<file path="src/fasf_pkg.sv">
// Shared types, codes and constants of the frame-aligned sample ring.
`default_nettype none
package fasf_pkg;

  localparam int DEPTH_DEF     = 1024;
  localparam int MAX_BURST_DEF = 64;
  localparam int MAX_FRAME_DEF = 16;

  localparam int CNT_W      = 7;
  localparam int FRAME_W    = 5;
  localparam int FILL_W     = 10;
  localparam int WORD_W     = 32;
  localparam int ADDR_MAX_W = 16;
  localparam int QUEUE_DEPTH = 4;

  localparam logic [2:0] OP_WR_REQ = 3'd0;
  localparam logic [2:0] OP_WR_SMP = 3'd1;
  localparam logic [2:0] OP_RD_REQ = 3'd2;
  localparam logic [2:0] OP_FLUSH  = 3'd3;
  localparam logic [2:0] OP_CLEAR  = 3'd4;

  localparam logic REG_FRAME_SIZE = 1'b0;

  typedef enum logic [1:0] {
    F_IDLE,
    F_EVAL,
    F_DIV,
    F_PUSH
  } front_state_t;

  typedef enum logic {
    B_IDLE,
    B_STREAM
  } back_state_t;

  typedef enum logic [1:0] {
    Q_PLAIN,
    Q_WRITE,
    Q_READ
  } qkind_t;

  typedef struct packed {
    qkind_t                  kind;
    logic [CNT_W-1:0]        granted;
    logic [ADDR_MAX_W-1:0]   addr;
    logic [WORD_W-1:0]       data;
    logic [FILL_W-1:0]       fill;
    logic                    flush;
  } fasf_cmd_t;

endpackage
`default_nettype wire

</file>
<file path="src/fasf_queue.sv">
// Short command queue between the front and back parts.
`default_nettype none
module fasf_queue import fasf_pkg::*; (
  input  wire        clk,
  input  wire        rst_n,
  input  wire        push,
  input  fasf_cmd_t  push_cmd,
  input  wire        pop,
  output fasf_cmd_t  head,
  output logic       empty,
  output logic       full
);

  localparam int QAW = $clog2(QUEUE_DEPTH);

  fasf_cmd_t        slot_r [QUEUE_DEPTH];
  logic [QAW-1:0]   wr_ptr_r, wr_ptr_nxt;
  logic [QAW-1:0]   rd_ptr_r, rd_ptr_nxt;
  logic [QAW:0]     count_r, count_nxt;

  always_comb begin
    empty      = (count_r == '0);
    full       = (count_r == (QAW+1)'(QUEUE_DEPTH));
    head       = slot_r[rd_ptr_r];
    wr_ptr_nxt = push ? wr_ptr_r + 1'b1 : wr_ptr_r;
    rd_ptr_nxt = pop ? rd_ptr_r + 1'b1 : rd_ptr_r;
    count_nxt  = count_r + (QAW+1)'(push) - (QAW+1)'(pop);
  end

  always_ff @(posedge clk) begin
    if (!rst_n) begin
      wr_ptr_r <= '0;
      rd_ptr_r <= '0;
      count_r  <= '0;
    end else begin
      wr_ptr_r <= wr_ptr_nxt;
      rd_ptr_r <= rd_ptr_nxt;
      count_r  <= count_nxt;
    end
  end

  always_ff @(posedge clk) begin
    if (push) begin
      slot_r[wr_ptr_r] <= push_cmd;
    end
  end

endmodule
`default_nettype wire

</file>
<file path="config.mk">
export PLATFORM = sky130hd
export DESIGN_NAME = fasf_queue
export DESIGN_NICKNAME = d
export VERILOG_FILES = /design/src/fasf_pkg.sv /design/src/fasf_queue.sv
export SDC_FILE = /design/constraint.sdc
export NUM_CORES = 1
export LEC_CHECK = 0
export BUFFER_PORTS_ARGS = -buffer_cell sky130_fd_sc_hd__buf_2
export CORE_ASPECT_RATIO = 1.25
export CORE_MARGIN = 2
export CORE_UTILIZATION = 60
export CTS_CLUSTER_SIZE = 24
export DETAILED_ROUTE_END_ITERATION = 8
export PLACE_DENSITY = 0.83
export REMOVE_ABC_BUFFERS = 1
export SYNTH_ARGS = -nofsm -noshare
export SYNTH_HDL_FRONTEND = slang
export SYNTH_SLANG_ARGS = --single-unit
</file>
<file path="constraint.sdc">
create_clock -name clk -period 4.1 [get_ports clk]
set_clock_uncertainty 0.1 [all_clocks]
set_input_delay 0.205 -clock clk [delete_from_list [all_inputs] [get_ports clk]]
set_output_delay 0.205 -clock clk [all_outputs]
set_load 0.01 [all_outputs]
</file>
==> results.cfg, run 1 <==
[synth]
synth_cell_types = 21
syn_area_um2 = 10300
yosysWarnings = 0
synth_seq_area_share = 0.812
syn_inst = 399
synthXorXnorAreaFrac = 0.00402
synth_compound_area_frac = 0.00146
ys_seq_elements = 281
muxShareOfSynthArea = 0.150
synth_fa_ha_area_frac = 0.00925
synth_top_family_by_area = multiplexers
synth_simple_gate_area_frac = 0.00730
avgSynthCellArea_um2 = 25.8

[global_route]
grt_use_total = 0.215
grt_pass1_wl_mm = 29.0
grt_max_degree = 69
antenna_found_initial = 1
grt.overflow.total = 0
grt_pass1_vias = 5249

[place]
pre_cts_slack_ns = 1.61
gp_congestion = 0.805
placed_area_um2 = 11200
dp_hpwl_mm = 10.5
port_buffers = 141

[detailed_routing]
antenna_left = 0
avgViaCountPerCell = 5.67
drc_errors = 0
wl_mm = 19.3
drt-pass1-iter-count = 4
vias = 4889
wl_per_cell_um = 22.3
drt_iter0_markers = 324

[setup_path]
crit_required_ns = 3.80
crit_path_max_fanout = 48
crit_arrival_ns = 2.66
endpoint_kind = output pin
crit_path_max_incr_delay_ns = 0.99
cpMaxStageDelayCell = dfxtp_4
setup.worst_path.class = register to output pin
cp_cell_sequence = buf_4, mux4_2, buf_2
worstSetupStartpointType = register
reg2reg_depth = 3

[power_and_ir_drop]
power_uw = 6290
p_int_uw = 4980
peakVddDrop_v = 0.000462
p_clk_frac = 0.365
p_switching_uw = 1310
seqPwrFrac = 0.539
pwr-share-comb = 0.096
swShare = 0.208
power.density_nw_per_um2 = 496
p_leak_uw = 0.00435

[final_layout]
final_common_cell = edfxtp_1
syn2layout_area_growth_pct = 23.4
fill_cells = 908
multi_input_area_um2 = 1780
fin_util = 0.756
final_cell_mix = edfxtp_1, buf_2, dlygate4sd3_1
layout-drive-gt1-share = 0.396
regArea_um2 = 8360
fin_nets = 703
fin_area_um2 = 12700

[clock_network]
clk_path_buf_depth = 3
cts_sinks = 281
cts_buffers = 25
cts_resized = 0
cts_setup_buffers = 0
cts_tree = built
cts_hold_buffers = 71
clk_latency_ns = 0.50
clk_pin_slew_worst_paths_ns = 0.07
root_buffer = clkbuf_16
h-tree-depth = 1

[sta]
fin_ws_ns = 1.14
rsz0062_at_grt = false
min_period_over_period = 0.722
slew_violations = 0
finalHoldViolations = 0
worst-slew-pin-transition_ns = 1.06
tns_ns = 0
setup_violations = 0
fin_crit_ns = 2.96
relSlewSlack = 0.293
fmax_mhz = 338

[outcome]
outcome = finished, final reports clean

[floorplanning]
dieArea_um2 = 18200
die_y_um = 150
coreArea_um2 = 16800
io_pins = 142
start_util = 0.613
num_rows = 53
die_w_um = 121

[hold_path]
hold_path_depth = 2
min_path_type = input port to register

[run]
max_cap_viol_count = 0
## registers in the layout (all words and copies together) (netlist names), named ones only
register,cells
wr_ptr_r,2
slot_r,272
count_r,3
rd_ptr_r,2
## logic make-up after synthesis
logic type,Yosys count
AND/OR/NAND/NOR,14
multiplexers,69
buffers and inverters,23
XOR/XNOR,3
AO/OA/AOI/OAI,2
adder cells (fa/ha/maj),7
flip-flops,281
## power by group through the flow
| stage | registers (uW) | clock network [uW] | logic (uW) |
|---|---|---|---|
| floorplan | 3430 | 0 | 329 |
| global placement | 3440 | 0 | 530 |
| detailed placement | 3450 | 0 | 550 |
| CTS | 3390 | 2330 | 609 |
| global route | 3410 | 2440 | 653 |
| finish | 3390 | 2300 | 606 |
## worst max-delay path: cells and delay by family, from the launching register on
| kind | cells | cell delay, ns |
|---|---|---|
| muxes | 1 | 0.57 |
| buffers and inverters | 2 | 0.57 |
| DFF | 1 | 0.99 |
## stage by stage
| stage | hold WS (ns) | instances |
|---|---|---|
| after floorplan | 0.204 | 383 |
| after global placement | 0.315 | 746 |
| after detailed placement | 0.323 | 746 |
| after CTS | 0.340 | 862 |
| after global routing | 0.350 | 863 |
| final | 0.347 | 863 |
## final timing paths
check / from / slack (ns) / to
max: register / 1.14 / head[56]
min: push_cmd[40] / 0.35 / slot_r[1][40]$_DFFE_PP_
max reg2reg: wr_ptr_r[0]$_SDFFE_PN0P_ / 2.13 / slot_r[0][7]$_DFFE_PP_
min reg2reg: rd_ptr_r[1]$_SDFFE_PN0P_ / 0.44 / register
## Yosys cell counts
| cell | n | area, um2 |
|---|---|---|
| nand3b_1 | 1 | 7.51 |
| buf_12 | 3 | 60.1 |
| nor2_1 | 5 | 18.8 |
| clkbuf_1 | 4 | 15.0 |
| mux2i_1 | 1 | 10.0 |
| edfxtp_1 | 272 | 8170 |
| buf_6 | 1 | 11.3 |
| a21bo_2 | 1 | 10.0 |
| ha_1 | 6 | 75.1 |
| mux4_2 | 68 | 1530 |
| nor3_1 | 1 | 5.00 |
| inv_1 | 7 | 26.3 |
| buf_2 | 4 | 20.0 |
| xor3_1 | 1 | 23.8 |
| a21oi_1 | 1 | 5.00 |
| buf_4 | 4 | 30.0 |
| fa_1 | 1 | 20.0 |
| and3_1 | 1 | 6.26 |
| xnor2_1 | 2 | 17.5 |
| and2_1 | 6 | 37.5 |
| dfxtp_1 | 9 | 180 |
## layer usage
metal,part of all wire,global-route usage,vias to the layer above
li1,-,-,2141
met1,0.38,0.276,2551
met4,0.024,0.0727,0
met5,0,0,-
met2,0.54,0.375,168
met3,0.056,0.0383,29
## cell type report
cell class,instances,share of cell area
sequential,281,0.659
tap,220,0.0217
inverter,7,0.00207
antenna,1,0.000197
clock buffer,32,0.0537
clock inverter,13,0.0107
multi-input combinational,95,0.140
timing repair buffer,214,0.113
Note: power is estimated with default switching activity, not from simulation.
==> inputs of run 2 (changes only) <==
--- a/config.mk
+++ b/config.mk
@@ -8,10 +8,10 @@
 export BUFFER_PORTS_ARGS = -buffer_cell sky130_fd_sc_hd__buf_2
 export CORE_ASPECT_RATIO = 1.25
 export CORE_MARGIN = 2
-export CORE_UTILIZATION = 60
+export CORE_UTILIZATION = 51
 export CTS_CLUSTER_SIZE = 24
 export DETAILED_ROUTE_END_ITERATION = 8
-export PLACE_DENSITY = 0.83
+export PLACE_DENSITY = 0.75
 export REMOVE_ABC_BUFFERS = 1
 export SYNTH_ARGS = -nofsm -noshare
 export SYNTH_HDL_FRONTEND = slang
==> constraint.sdc (replaced) <==
create_clock -name clk -period 2.7 [get_ports clk]
set_clock_uncertainty 0.1 [all_clocks]
set_input_delay 0.135 -clock clk [delete_from_list [all_inputs] [get_ports clk]]
set_output_delay 0.135 -clock clk [all_outputs]
set_load 0.01 [all_outputs]
==> results.cfg, run 2 (synthesis results as in run 1) <==
[detailed_routing]
drt-pass1-iter-count = 4
antenna_left = 0
drc_errors = 0
wl_per_cell_um = 20.8
avgViaCountPerCell = 5.32
wl_mm = 19.2
drt_iter0_markers = 380
vias = 4891

[setup_path]
reg2reg_to = count_r[2]$_SDFF_PN0_
crit_arrival_ns = 2.13
worstSetupStartpointType = register
setup.worst_path.class = register to output pin
reg2reg_from = count_r[0]$_SDFF_PN0_
crit_path_max_fanout = 20
setup.worst_path.end = head[11]
crit_required_ns = 2.47
reg2reg_depth = 7
endpoint_kind = output pin
reg2reg_slack_ns = 0.79

[final_layout]
final_cell_mix = edfxtp_1, buf_2, dlygate4sd3_1
largest_register_ffs = 272
syn2layout_area_growth_pct = 25.4
fin_nets = 713
layout-drive-gt1-share = 0.402
diodes = 0
fill_cells = 1328
regArea_um2 = 8360
reg_top3 = slot_r (272), count_r (3)
finalNonFillerCells = 920
final_common_cell = edfxtp_1
largest-register = slot_r
multi_input_area_um2 = 1780

[floorplanning]
start_util = 0.515
dieArea_um2 = 21300
io_pins = 142
coreArea_um2 = 20000
num_rows = 58
die_w_um = 131
die_y_um = 163

[global_route]
grt_max_degree = 55
grt_pass1_wl_mm = 29.0
grt.overflow.total = 0
antenna_found_initial = 0
grt_pass1_vias = 5350
grt_use_total = 0.182

[clock_network]
root_buffer = clkbuf_16
cts_setup_buffers = 0
cts_sinks = 281
clk_path_buf_depth = 3
h-tree-depth = 1
cts_tree = built
clk_latency_ns = 0.51
clk_pin_slew_worst_paths_ns = 0.06
cts_buffers = 26

[sta]
setup_violations = 0
fmax_mhz = 423
worst-slew-pin-transition_ns = 0.591
relSlewSlack = 0.606
fin_ws_ns = 0.335
slew_violations = 0
fin_crit_ns = 2.36
finalHoldViolations = 0
rsz0062_at_grt = false
min_period_over_period = 0.876

[hold_path]
min_path_type = input port to register

[power_and_ir_drop]
peakVddDrop_v = 0.000526
p_leak_uw = 0.00441
power.density_nw_per_um2 = 742
power_uw = 9570

[place]
dp_hpwl_mm = 11.1
gp_congestion = 0.692
port_buffers = 141
dp_cells = 804
pre_cts_slack_ns = 0.799

[outcome]
outcome = finished, final reports clean

[run]
max_cap_viol_count = 0
[run 2: through the flow]
stage	util	hold slack (ns)	setup TNS, ns	cell area [um2]
after global placement	0.570	0.244	0	11400
after floorplan	-	0.134	-75.42	10100
after detailed placement	0.570	0.253	0	11400
after CTS	0.646	0.247	0	12900
after global routing	0.646	0.263	0	12900
final	0.646	0.268	0	12900
[run 2: layout make-up]
cell class | instances | area share
clock buffers | 33 | 0.0542
clock inverters | 11 | 0.00825
inverters | 7 | 0.00204
multi-input cells | 95 | 0.138
flip-flops and latches | 281 | 0.648
well taps | 270 | 0.0262
repair buffers | 223 | 0.123
[run 2: metal layers]
metal / up-vias / track usage / routed length (um)
li1: 2163 / - / -
met1: 2577 / 0.227 / 7510
met2: 130 / 0.329 / 10500
met3: 21 / 0.0306 / 852
met4: 0 / 0.0459 / 269
met5: - / 0 / 0
[run 2: power by group]
| part | total, uW | leakage, uW | switching (uW) | internal [uW] |
|---|---|---|---|---|
| clock network | 3470 | 0.000389 | 1460 | 2010 |
| logic | 1000 | 0.00145 | 483 | 519 |
| registers | 5100 | 0.00257 | 88.2 | 5010 |
| total | 9570 | 0.00441 | 2030 | 7540 |
[run 2: worst min path at each step]
stage | from | endpoint | slack, ns | cells past startpoint
6_report | push_cmd[61] | slot_r[0][61]$_DFFE_PP_ | 0.27 | 2
4_1_cts | push_cmd[44] | slot_r[1][44]$_DFFE_PP_ | 0.25 | 2
2_1_floorplan | push_cmd[0] | slot_r[0][0]$_DFFE_PP_ | 0.13 | 0
3_5_place_dp | push_cmd[7] | slot_r[1][7]$_DFFE_PP_ | 0.25 | 1
3_3_place_gp | push_cmd[52] | slot_r[0][52]$_DFFE_PP_ | 0.24 | 1
5_1_grt | push_cmd[15] | slot_r[3][15]$_DFFE_PP_ | 0.26 | 2
[run 2: timing repair]
action,in CTS,in global routing
hold endpoints to repair,281,0
hold buffers,72,0
resized for setup,0,0
setup endpoints to repair,0,0
[run 2: critical path, cell delays in order (launching register included)]
cell and delay (ns):
dfxtp_4 0.61, buf_4 0.31, mux4_2 0.53, buf_2 0.16
