`config.mk`:
```
export PLATFORM = sky130hd
export DESIGN_NAME = fasf_front
export DESIGN_NICKNAME = d
export VERILOG_FILES = /design/src/fasf_pkg.sv /design/src/fasf_front.sv
export SDC_FILE = /design/constraint.sdc
export NUM_CORES = 1
export LEC_CHECK = 0
export BUFFER_PORTS_ARGS = -buffer_cell sky130_fd_sc_hd__buf_2
export CAP_MARGIN = 20
export CORE_UTILIZATION = 55
export CTS_BUF_LIST = sky130_fd_sc_hd__clkbuf_4 sky130_fd_sc_hd__clkbuf_8
export CTS_CLUSTER_DIAMETER = 60
export DETAILED_ROUTE_END_ITERATION = 16
export PLACE_DENSITY = 0.84
export SETUP_SLACK_MARGIN = 0.5
export SYNTH_ARGS = -nofsm -noshare
export SYNTH_HDL_FRONTEND = slang
export SYNTH_SLANG_ARGS = --single-unit
```
`constraint.sdc`:
```
create_clock -name clk -period 7.3 [get_ports clk]
set_input_delay 1.46 -clock clk [delete_from_list [all_inputs] [get_ports clk]]
set_output_delay 1.46 -clock clk [all_outputs]
set_load 0.01 [all_outputs]
```
`src/fasf_pkg.sv`:
```
// Shared types, codes and constants of the frame-aligned sample ring.
`default_nettype none
package fasf_pkg;

  localparam int DEPTH_DEF     = 1024;
  localparam int MAX_BURST_DEF = 64;
  localparam int MAX_FRAME_DEF = 16;

  localparam int CNT_W      = 7;
  localparam int FRAME_W    = 5;
  localparam int FILL_W     = 10;
  localparam int WORD_W     = 32;
  localparam int ADDR_MAX_W = 16;
  localparam int QUEUE_DEPTH = 4;

  localparam logic [2:0] OP_WR_REQ = 3'd0;
  localparam logic [2:0] OP_WR_SMP = 3'd1;
  localparam logic [2:0] OP_RD_REQ = 3'd2;
  localparam logic [2:0] OP_FLUSH  = 3'd3;
  localparam logic [2:0] OP_CLEAR  = 3'd4;

  localparam logic REG_FRAME_SIZE = 1'b0;

  typedef enum logic [1:0] {
    F_IDLE,
    F_EVAL,
    F_DIV,
    F_PUSH
  } front_state_t;

  typedef enum logic {
    B_IDLE,
    B_STREAM
  } back_state_t;

  typedef enum logic [1:0] {
    Q_PLAIN,
    Q_WRITE,
    Q_READ
  } qkind_t;

  typedef struct packed {
    qkind_t                  kind;
    logic [CNT_W-1:0]        granted;
    logic [ADDR_MAX_W-1:0]   addr;
    logic [WORD_W-1:0]       data;
    logic [FILL_W-1:0]       fill;
    logic                    flush;
  } fasf_cmd_t;

endpackage
`default_nettype wire

```
`src/fasf_front.sv`:
```
// Front part: accepts items, keeps the ring pointers and computes grants.
`default_nettype none
module fasf_front import fasf_pkg::*; #(
  parameter int DEPTH     = DEPTH_DEF,
  parameter int MAX_BURST = MAX_BURST_DEF,
  parameter int MAX_FRAME = MAX_FRAME_DEF
) (
  input  wire                clk,
  input  wire                rst_n,
  input  wire                start,
  output logic               busy,
  input  wire  [2:0]         in_operation,
  input  wire  [CNT_W-1:0]   in_request_count,
  input  wire  [WORD_W-1:0]  in_sample_in,
  input  wire  [FRAME_W-1:0] frame_size,
  input  wire                q_full,
  output logic               q_push,
  output fasf_cmd_t          q_cmd
);

  localparam int AW   = $clog2(DEPTH);
  localparam int CMPW = (AW > CNT_W) ? AW : CNT_W;

  front_state_t       state_r, state_nxt;
  logic [2:0]         op_r, op_nxt;
  logic [CNT_W-1:0]   cnt_r, cnt_nxt;
  logic [WORD_W-1:0]  smp_r, smp_nxt;
  logic [AW-1:0]      wp_r, wp_nxt;
  logic [AW-1:0]      rp_r, rp_nxt;
  logic               flush_r, flush_nxt;
  logic [CNT_W-1:0]   resv_r, resv_nxt;
  logic [CNT_W-1:0]   wcnt_r, wcnt_nxt;
  logic [CNT_W-1:0]   take_r, take_nxt;
  logic [5:0]         rem_r, rem_nxt;
  logic [2:0]         div_cnt_r, div_cnt_nxt;

  logic [AW-1:0]      fill;
  logic [AW-1:0]      limit;
  logic [AW-1:0]      fill_after;
  logic [FRAME_W-1:0] frame_eff;
  logic [CNT_W-1:0]   take_c;
  logic [CNT_W-1:0]   grant;
  logic [CNT_W-1:0]   wcnt_inc;
  logic [5:0]         rem_shift;
  logic               refused;
  logic               need_div;
  logic               accept;

  always_comb begin
    fill     = wp_r - rp_r;
    limit    = (op_r == OP_RD_REQ) ? fill : ({AW{1'b1}} - fill);
    take_c   = (CMPW'(limit) < CMPW'(cnt_r)) ? CNT_W'(limit) : cnt_r;
    if (frame_size == '0) begin
      frame_eff = FRAME_W'(1);
    end else if (int'(frame_size) > MAX_FRAME) begin
      frame_eff = FRAME_W'(MAX_FRAME);
    end else begin
      frame_eff = frame_size;
    end
    refused  = (resv_r != '0);
    need_div = ((op_r == OP_WR_REQ) || ((op_r == OP_RD_REQ) && !flush_r)) && !refused &&
               (take_c < cnt_r) && (frame_eff >= FRAME_W'(2));
    grant     = take_r - CNT_W'(rem_r);
    rem_shift = {rem_r[4:0], take_r[div_cnt_r]};
    wcnt_inc  = wcnt_r + 1'b1;
  end

  always_comb begin
    state_nxt   = state_r;
    op_nxt      = op_r;
    cnt_nxt     = cnt_r;
    smp_nxt     = smp_r;
    wp_nxt      = wp_r;
    rp_nxt      = rp_r;
    flush_nxt   = flush_r;
    resv_nxt    = resv_r;
    wcnt_nxt    = wcnt_r;
    take_nxt    = take_r;
    rem_nxt     = rem_r;
    div_cnt_nxt = div_cnt_r;
    q_push      = 1'b0;
    q_cmd.kind    = Q_PLAIN;
    q_cmd.granted = '0;
    q_cmd.addr    = '0;
    q_cmd.data    = smp_r;
    busy   = !((state_r == F_IDLE) || ((state_r == F_PUSH) && !q_full));
    accept = start && !busy;

    case (state_r)
      F_IDLE: begin
        if (accept) state_nxt = F_EVAL;
      end
      F_EVAL: begin
        take_nxt    = take_c;
        rem_nxt     = '0;
        div_cnt_nxt = 3'(CNT_W - 1);
        state_nxt   = need_div ? F_DIV : F_PUSH;
      end
      F_DIV: begin
        rem_nxt     = (rem_shift >= 6'(frame_eff)) ? rem_shift - 6'(frame_eff) : rem_shift;
        div_cnt_nxt = div_cnt_r - 1'b1;
        if (div_cnt_r == '0) state_nxt = F_PUSH;
      end
      F_PUSH: begin
        if (!q_full) begin
          q_push    = 1'b1;
          state_nxt = accept ? F_EVAL : F_IDLE;
          case (op_r)
            OP_WR_REQ: begin
              if (!refused) begin
                resv_nxt      = grant;
                wcnt_nxt      = '0;
                q_cmd.granted = grant;
              end
            end
            OP_WR_SMP: begin
              if (refused) begin
                q_cmd.kind    = Q_WRITE;
                q_cmd.granted = resv_r;
                q_cmd.addr    = ADDR_MAX_W'(wp_r + AW'(wcnt_r));
                wcnt_nxt      = wcnt_inc;
                if (wcnt_inc >= resv_r) begin
                  wp_nxt   = wp_r + AW'(resv_r);
                  resv_nxt = '0;
                  wcnt_nxt = '0;
                end
              end
            end
            OP_RD_REQ: begin
              if (!refused) begin
                if (flush_r) begin
                  rp_nxt    = wp_r;
                  flush_nxt = 1'b0;
                end else if (grant != '0) begin
                  q_cmd.kind    = Q_READ;
                  q_cmd.granted = grant;
                  q_cmd.addr    = ADDR_MAX_W'(rp_r);
                  rp_nxt        = rp_r + AW'(grant);
                end
              end
            end
            OP_FLUSH: flush_nxt = 1'b1;
            OP_CLEAR: begin
              rp_nxt    = wp_r;
              flush_nxt = 1'b0;
            end
            default: ;
          endcase
        end
      end
      default: state_nxt = F_IDLE;
    endcase

    if (accept) begin
      op_nxt  = in_operation;
      cnt_nxt = (int'(in_request_count) > MAX_BURST) ? CNT_W'(MAX_BURST) : in_request_count;
      smp_nxt = in_sample_in;
    end

    fill_after  = wp_nxt - rp_nxt;
    q_cmd.fill  = FILL_W'(fill_after);
    q_cmd.flush = flush_nxt;
  end

  always_ff @(posedge clk) begin
    if (!rst_n) begin
      state_r <= F_IDLE;
      wp_r    <= '0;
      rp_r    <= '0;
      flush_r <= 1'b0;
      resv_r  <= '0;
      wcnt_r  <= '0;
    end else begin
      state_r <= state_nxt;
      wp_r    <= wp_nxt;
      rp_r    <= rp_nxt;
      flush_r <= flush_nxt;
      resv_r  <= resv_nxt;
      wcnt_r  <= wcnt_nxt;
    end
  end

  always_ff @(posedge clk) begin
    op_r      <= op_nxt;
    cnt_r     <= cnt_nxt;
    smp_r     <= smp_nxt;
    take_r    <= take_nxt;
    rem_r     <= rem_nxt;
    div_cnt_r <= div_cnt_nxt;
  end

endmodule
`default_nettype wire

```
==> results of run 1 <==
-- routing by layer --
metal	global-route usage, %	vias up	part of all wire [%]
met5	0	-	0
met4	9.74	0	3.2
met3	6.90	50	7.9
met2	43.7	269	47
met1	33.8	2827	42
li1	-	2966	-
-- cell usage in the layout (no fill, tap or decap), types with 7 or more instances in the layout --
cell,count
clkbuf_8,9
buf_4,9
xor2_1,23
nor3_1,17
inv_1,59
a22oi_1,11
buf_2,115
o21ai_0,48
edfxtp_1,58
nand3_1,14
a21oi_1,30
nand2_1,58
and3_1,12
fa_1,7
a21o_1,11
a22o_1,10
nor2_1,64
and2_1,17
xnor2_1,33
nand2b_1,12
mux2_2,8
nor2b_1,24
o21a_1,9
a31oi_1,8
dfxtp_1,37
ha_1,77
-- worst max path at each step --
stage                           end  slack [ps]      start
after floorplan           q_cmd[10]        1140     q_full
after global placement    q_cmd[10]         710     q_full
after detailed placement  q_cmd[10]         590     q_full
after CTS                 q_cmd[10]         540   rem_r[0]
after global routing      q_cmd[10]         500  wcnt_r[0]
final                     q_cmd[10]         710     q_full
-- power by group through the flow --
stage                     combinational, uW  sequential, uW  clock (uW)
after floorplan                         760             781           0
after global placement                 1030             773           0
after detailed placement               1050             778           0
after CTS                              1060             766         363
after global routing                   1250             774         383
final                                  1150             764         358
-- critical path: stages --
cell	delay, ps
buf_2	90
nand2b_1	260
inv_1	260
nand3_1	170
buf_4	190
inv_1	100
o21ai_1	440
o21ai_0	260
ha_1	380
or3_1	360
o21ai_0	100
a21oi_1	80
a21oi_2	180
o21bai_1	80
a21oi_1	150
xor3_1	410
buf_2	150
-- per-stage QoR --
step	setup slack, ps	util, %	area (um2)	hold WS [ps]
floorplan	1140	-	7180	497
global placement	713	62.0	7860	546
detailed placement	594	62.0	7860	545
CTS	540	63.8	8080	571
global route	503	64.3	8140	600
finish	707	64.3	8140	569
-- state kept, by name, summed over array words and instances (netlist names), 2 cells and up --
name,cells
smp_r,32
rp_r,10
wp_r,10
cnt_r,7
resv_r,7
take_r,7
wcnt_r,7
rem_r,6
div_cnt_r,3
op_r,3
state_r,2
-- cell type report --
| type | instances | share of cell area, % |
|---|---|---|
| tap | 172 | 2.64 |
| clock buffer | 9 | 1.52 |
| timing repair buffer | 124 | 7.90 |
| clock inverter | 7 | 0.999 |
| inverter | 59 | 2.72 |
| sequential | 95 | 30.5 |
| multi-input combinational | 593 | 53.7 |
-- what timing repair did --
action | CTS | global route
cloned | 0 | 0
endpoints found under the hold margin | 0 | 0
pin swaps | 1 | 2
buffers inserted | 1 | 3
hold buffers | 0 | 0
setup endpoints to repair | 1 | 2
resized for setup | 4 | 9
-- kinds of logic after synthesis --
logic type               count (synthesis)  share of synthesized area [%]
other                                    1                         0.0523
XOR/XNOR                                59                           7.52
multiplexers                            16                           2.57
flip-flops                              95                           34.6
AO/OA/AOI/OAI                          184                           17.4
AND/OR/NAND/NOR                        245                           17.1
buffers and inverters                   87                           5.36
adder cells (fa/ha/maj)                 84                           15.4
==> metrics.cfg, run 1 <==
[logic_synthesis]
postSynthCellCount = 771
syn_avg_cell_area_um2 = 9.30
synth_seq_area_share_pct = 34.6
synthFlopType = edfxtp_1
synth_edf_count = 58
ys.warnings.count = 0
synth_most_common_cell = ha_1
synth.top_cell.area_share_pct = 24.3
postSynth.asyncResetShare_pct = 0
mappedNetlistArea_mm2 = 0.00717
ys_types = 76
synth_area_leaders = edfxtp_1, ha_1, dfxtp_1
synth_commonest_cells = ha_1, nor2_1, inv_1, edfxtp_1, nand2_1
yosys.area.top_type = edfxtp_1
ys_ff_latch = 95

[worst_setup_path]
reg2reg_from = wp_r[1]
rrSetupSlack_ps = 2490
critPathCaptureType = output port
crit_arrival_ps = 5130
r2r_end = state_r[0]
cp_max_fo = 14
r2r_cells = 21
startpoint_type = primary input
critical_path_class = primary input to output port
required_ps = 5840

[timing]
fmax_mhz = 152
tns_ps = 0
slew_headroom_pct = 45.8
period_share_pct = 90.3
finalHoldViolations = 0
tightest_slew_ps = 803
setup_viol = 0
slew_viol_final = 0
skew_ps = 20.7
period_minus_slack_ps = 6590
rsz0062_at_grt = no

[routing]
ant_nets = 0
drt_wl_total_mm = 17.7
vias = 6112
first_pass_iters = 5
wire_per_inst_um = 16.7
drtIter0Drc = 471
drc_errors = 0
viasPerCell = 5.77

[cells_and_area]
multi_input_area_mm2 = 0.00437
fill_cells = 1044
layout-drive-gt1-share_pct = 19.4
seqCellArea_mm2 = 0.00248
syn_to_final_growth_pct = 13.6
finalNetCount = 1017
diodes = 0
fin_cells = 1059

[die]
dieArea_mm2 = 0.0135
ioPinCount = 121
rows = 41
core-area_mm2 = 0.0127
die_height_um = 116
initial_utilization_pct = 56.6
die_w_um = 116

[clocking]
clock_sinks = 95
cts_tree = done
htree_levels = 3
cts_buffers = 9
clock_latency_ps = 390
cts_buffer_depth = 2
clkTransAtPathRegs_ps = 100
cts_root_buf = clkbuf_8

[grt]
grt_first_pass_wirelength_mm = 27.2
antenna_found_initial = 0
grt_pass1_vias = 5555
grt_max_degree = 44
gr-total-overflow = 0
grt.total_usage_pct = 26.6

[power]
internal_power_uw = 1290
switchingPower_uw = 973
combPwrFrac_pct = 50.5
finalPower_uw = 2270
seqPwrFrac_pct = 33.7
p_per_area_mw_per_mm2 = 278
swShare_pct = 42.9
clock_power_share_pct = 15.8
p_leak_uw = 0.00355
worst_ir_drop_vdd_v = 0.000209

[status]
status = completed

[place]
hpwl_mm = 13.9
port_buffers = 115
dp_cells = 1039
place_congestion = 1.00

[min_path]
worstHoldPathType = flop to flop
whs_path_depth = 2
min_to = state_r[1]
hold_start = state_r[1]

[job]
maxCapViolCount = 0

(Power assumes the default switching activity.)
==> run 2: changes to the inputs <==
==> constraint.sdc (replaced) <==
create_clock -name clk -period 7.62 [get_ports clk]
set_input_delay 1.524 -clock clk [delete_from_list [all_inputs] [get_ports clk]]
set_output_delay 1.524 -clock clk [all_outputs]
set_load 0.01 [all_outputs]
==> run 2 against run 1 <==
Net effect: setup slack improved by 130 ps; clock-buffer cell count did not move; flip-flop and latch count did not move; sequential share of layout area rose by 0.099 points; via count fell by 0.28%; clock power fell by 4%; core utilization fell by 0.21 points; worst hold slack got worse by 3.6 ps; register-to-register slack improved by 250 ps; critical path depth rose by 3; first-iteration DRC count rose by 5.5%; final cell count fell by 0.28%; critical path type is now flop to output port; largest power group unchanged; highest routed layer unchanged.
==> metrics.cfg, run 2 (synthesized netlist as in run 1, its figures left out) <==
[status]
status = completed

[die]
rows = 41
initial_utilization_pct = 56.6
ioPinCount = 121
core-area_mm2 = 0.0127
dieArea_mm2 = 0.0135
die_height_um = 116
die_w_um = 116

[min_path]
worstHoldPathType = flop to flop

[power]
clock_power_share_pct = 15.9
worst_ir_drop_vdd_v = 0.000181
internal_power_uw = 1220
switchingPower_uw = 938
finalPower_uw = 2160
p_per_area_mw_per_mm2 = 266
swShare_pct = 43.5
combPwrFrac_pct = 50.0
p_leak_uw = 0.00354
seqPwrFrac_pct = 34.1

[timing]
slew_headroom_pct = 42.0
slew_viol_final = 0
skew_ps = 14.4
tightest_slew_ps = 848
setup_viol = 0
tns_ps = 0
finalHoldViolations = 0
period_share_pct = 89.0
period_minus_slack_ps = 6780
fmax_mhz = 147
rsz0062_at_grt = no

[clocking]
clock_latency_ps = 390
htree_levels = 3
clkTransAtPathRegs_ps = 110
cts_buffers = 9
holdBufCountCts = 0
cts_root_buf = clkbuf_8
clock_sinks = 95
cts_buffer_depth = 2
cts_tree = done

[place]
place_congestion = 1.02
port_buffers = 115
dpl_cell_area_mm2 = 0.00783
hpwl_mm = 13.8

[cells_and_area]
stdcell_area_mm2 = 0.00812
layout_commonest_cell = buf_2
fill_cells = 1027
largest_registers = smp_r x32, rp_r x10, wp_r x10
fin_util_pct = 64.0
diodes = 0
finalNetCount = 1014
syn_to_final_growth_pct = 13.2
largest_reg_flops = 32
mostFrequentLayoutCells = buf_2, ha_1, nor2_1
layout-drive-gt1-share_pct = 19.0
largest-register = smp_r

[grt]
grt_first_pass_wirelength_mm = 27.1
grt_pass1_vias = 5682
grt.total_usage_pct = 26.4
antenna_found_initial = 0
gr-total-overflow = 0
grt_max_degree = 44

[worst_setup_path]
cp_max_fo = 4
crit_arrival_ps = 5260
critPathCaptureType = output port
startpoint_type = flop
critical_path_class = flop to output port
required_ps = 6100

[routing]
ant_nets = 0
drc_errors = 0
drt_wl_total_mm = 17.6
viasPerCell = 5.77
first_pass_iters = 7
drtIter0Drc = 497
vias = 6095
wire_per_inst_um = 16.7

[job]
maxCapViolCount = 0

[run 2: changes by cell type in the layout (fill, tap and decap cells not counted), sizes merged]
cell,previous run,this run
buf,124,121
clkinv,4,3
clkinvlp,0,1
[run 2: critical path, stage by stage (launching register included)]
cell and delay, ps:
edfxtp_1 460, ha_1 250, fa_1 430, nand2b_1 180
a21oi_1 230, mux2_2 390, o21ai_2 220, nor4_4 80
mux2_1 350, a221oi_2 300, or3_1 190, ha_1 220
nor2b_1 130, o21a_1 170, o21ai_1 180, a21oi_1 110
a21oi_2 190, o21bai_1 80, a21oi_1 140, xor3_1 400
buf_2 150
[run 2: final timing paths]
check             cells past startpoint  slack, ps  startpoint    endpoint
setup / recovery                     20        840    rem_r[0]   q_cmd[10]
hold reg to reg                       2        570   resv_r[4]   resv_r[4]
setup reg to reg                     21       2740     wp_r[1]  state_r[0]
hold / removal                        2        570   resv_r[4]   resv_r[4]
[run 2: what timing repair did]
action | CTS | global route
pin swaps | 1 | 2
resized for setup | 0 | 10
setup endpoints to repair | 1 | 2
buffers inserted | 1 | 2
hold endpoints to repair | 0 | 0
[run 2: cell type report]
class	instances	area, um2	area share (%)
Clock buffer	9	124	1.53
Inverter	59	221	2.73
Tap cell	172	215	2.65
Clock inverter	7	85.1	1.05
Sequential cell	95	2480	30.6
Multi-Input combinational cell	593	4360	53.7
Timing Repair Buffer	121	631	7.77
[run 2: metal layers]
metal	wire length, um	track usage [%]
met3	1290	4.88
met1	7450	34.0
met4	502	11.8
met2	8410	43.3
met5	0	0
[run 2: power groups by stage]
stage               registers, uW  clock network [uW]  logic [uW]
floorplan                     748                   0         728
global placement              744                   0         981
detailed placement            749                   0        1000
finish                        736                 343        1080
global route                  746                 366        1160
CTS                           737                 347        1010
[run 2: through the flow]
step | std cells | worst slack (ps) | hold WS, ps
final | 1056 | 839 | 566
after global routing | 1056 | 503 | 598
after CTS | 1053 | 510 | 568
after detailed placement | 1036 | 686 | 553
after global placement | 1035 | 828 | 535
after floorplan | 775 | 1330 | 497
==> run 3: changes to the inputs <==
--- a/config.mk
+++ b/config.mk
@@ -11,6 +11,7 @@
 export CTS_BUF_LIST = sky130_fd_sc_hd__clkbuf_4 sky130_fd_sc_hd__clkbuf_8
 export CTS_CLUSTER_DIAMETER = 60
 export DETAILED_ROUTE_END_ITERATION = 16
+export GPL_TIMING_DRIVEN = 0
 export PLACE_DENSITY = 0.84
 export SETUP_SLACK_MARGIN = 0.5
 export SYNTH_ARGS = -nofsm -noshare
==> run 3 against run 2 <==
Net effect: global-route usage up 0.39 points; critical path depth fell by 2; largest power group unchanged; flip-flop and latch count did not move; largest cell class unchanged; sequential power fell by 1%; setup slack got worse by 150 ps; critical path type is now primary input to output port.
==> metrics.cfg, run 3 (synthesized netlist as in run 1, its figures left out) <==
[die]
ioPinCount = 121
rows = 41
initial_utilization_pct = 56.6
die_w_um = 116
core-area_mm2 = 0.0127
die_height_um = 116
dieArea_mm2 = 0.0135

[routing]
drtIter0Drc = 541
wire_per_inst_um = 16.3
ant_nets = 0
viasPerCell = 5.71
first_pass_iters = 7
drc_errors = 0
drt_wl_total_mm = 17.6
vias = 6180

[timing]
slew_headroom_pct = 51.7
period_minus_slack_ps = 6930
finalHoldViolations = 0
fmax_mhz = 144
skew_ps = 12.3
setup_viol = 0
tns_ps = 0
period_share_pct = 90.9
tightest_slew_ps = 706
slew_viol_final = 0
fin_ws_ps = 692
holdWs_ps = 581
rsz0062_at_grt = no

[power]
finalPower_uw = 2230
switchingPower_uw = 964
p_leak_uw = 0.00364
internal_power_uw = 1270
p_per_area_mw_per_mm2 = 269
worst_ir_drop_vdd_v = 0.000196
combPwrFrac_pct = 52.1
seqPwrFrac_pct = 32.6
swShare_pct = 43.2
clock_power_share_pct = 15.3

[min_path]
hold_start = state_r[1]
worstHoldPathType = flop to flop

[cells_and_area]
layout-drive-gt1-share_pct = 20.2
largest_registers = smp_r x32, rp_r x10, wp_r x10
layout_commonest_cell = buf_2
mostFrequentLayoutCells = buf_2, ha_1, nor2_1
fin_util_pct = 65.4
largest_reg_flops = 32
syn_to_final_growth_pct = 15.6
largest-register = smp_r
finalNetCount = 1041
diodes = 0

[clocking]
cts_root_buf = clkbuf_8
clock_sinks = 95
cts_buffers = 9
clkTransAtPathRegs_ps = 110
cts_tree = done
htree_levels = 3
cts_buffer_depth = 2
clock_latency_ps = 400

[worst_setup_path]
startpoint_type = primary input
startpoint = q_full
required_ps = 6100
reg2reg_from = wp_r[1]
crit_arrival_ps = 5400
critical_path_class = primary input to output port
cp_max_fo = 10
critPathCaptureType = output port

[place]
hpwl_mm = 14.0
dp_slack_ps = 285
place_congestion = 0.940
port_buffers = 115

[grt]
grt_first_pass_wirelength_mm = 27.5
antenna_found_initial = 0
grt_max_degree = 36
grt.total_usage_pct = 26.8
grt_pass1_vias = 5772
gr-total-overflow = 0

[job]
maxCapViolCount = 0

[status]
status = completed

run 3: routing by layer:
layer  wire [um]  vias up  global-route usage [%]
met5           0        -                       0
met4         480        0                    13.2
met3        1140       46                    4.67
met2        8560      229                    43.8
met1        7430     2899                    34.4
li1            -     3006                       -
run 3: repair_timing:
| action | in CTS | in global routing |
|---|---|---|
| hold buffers | 0 | 0 |
| setup endpoints to repair | 1 | 2 |
| pin swaps | 0 | 1 |
| gates resized for setup | 4 | 9 |
| setup buffers | 0 | 4 |
run 3: stage by stage:
stage               instances  cell area (um2)
global route             1083             8290
finish                   1083             8290
floorplan                 775             7180
global placement         1062             7970
CTS                      1079             8220
detailed placement       1063             8000
run 3: critical path, cell delays in order:
cell	delay [ps]
buf_2	110
nand2b_1	300
inv_1	170
clkbuf_2	320
o21ai_2	210
a21o_1	310
and2_1	220
or3_1	370
ha_1	270
nor2b_1	130
o21a_1	180
o21ai_1	180
a21oi_1	120
a21oi_2	190
o21bai_1	80
a21oi_1	160
xor3_1	420
buf_2	150
run 3: power by group through the flow:
stage | Clock (uW) | Combinational [uW] | Sequential, uW
floorplan | 0 | 728 | 748
global placement | 0 | 986 | 743
detailed placement | 0 | 1030 | 740
CTS | 347 | 1060 | 728
global route | 364 | 1260 | 736
finish | 342 | 1160 | 726
run 3: cell type report:
cell class / instances / area [um2]
Clock buffer: 9 / 124
Sequential cell: 95 / 2480
Timing Repair Buffer: 120 / 626
Clock inverter: 7 / 78.8
Buffer: 28 / 164
Multi-Input combinational cell: 593 / 4380
Inverter: 59 / 221
Tap cell: 172 / 215
Fill cell: 1030 / 4380
run 3: final timing paths:
check,end,slack [ps],cells past startpoint
min reg2reg,state_r[1],580,2
max reg2reg,state_r[0],3000,20
max,q_cmd[10],690,18
min,state_r[1],580,2
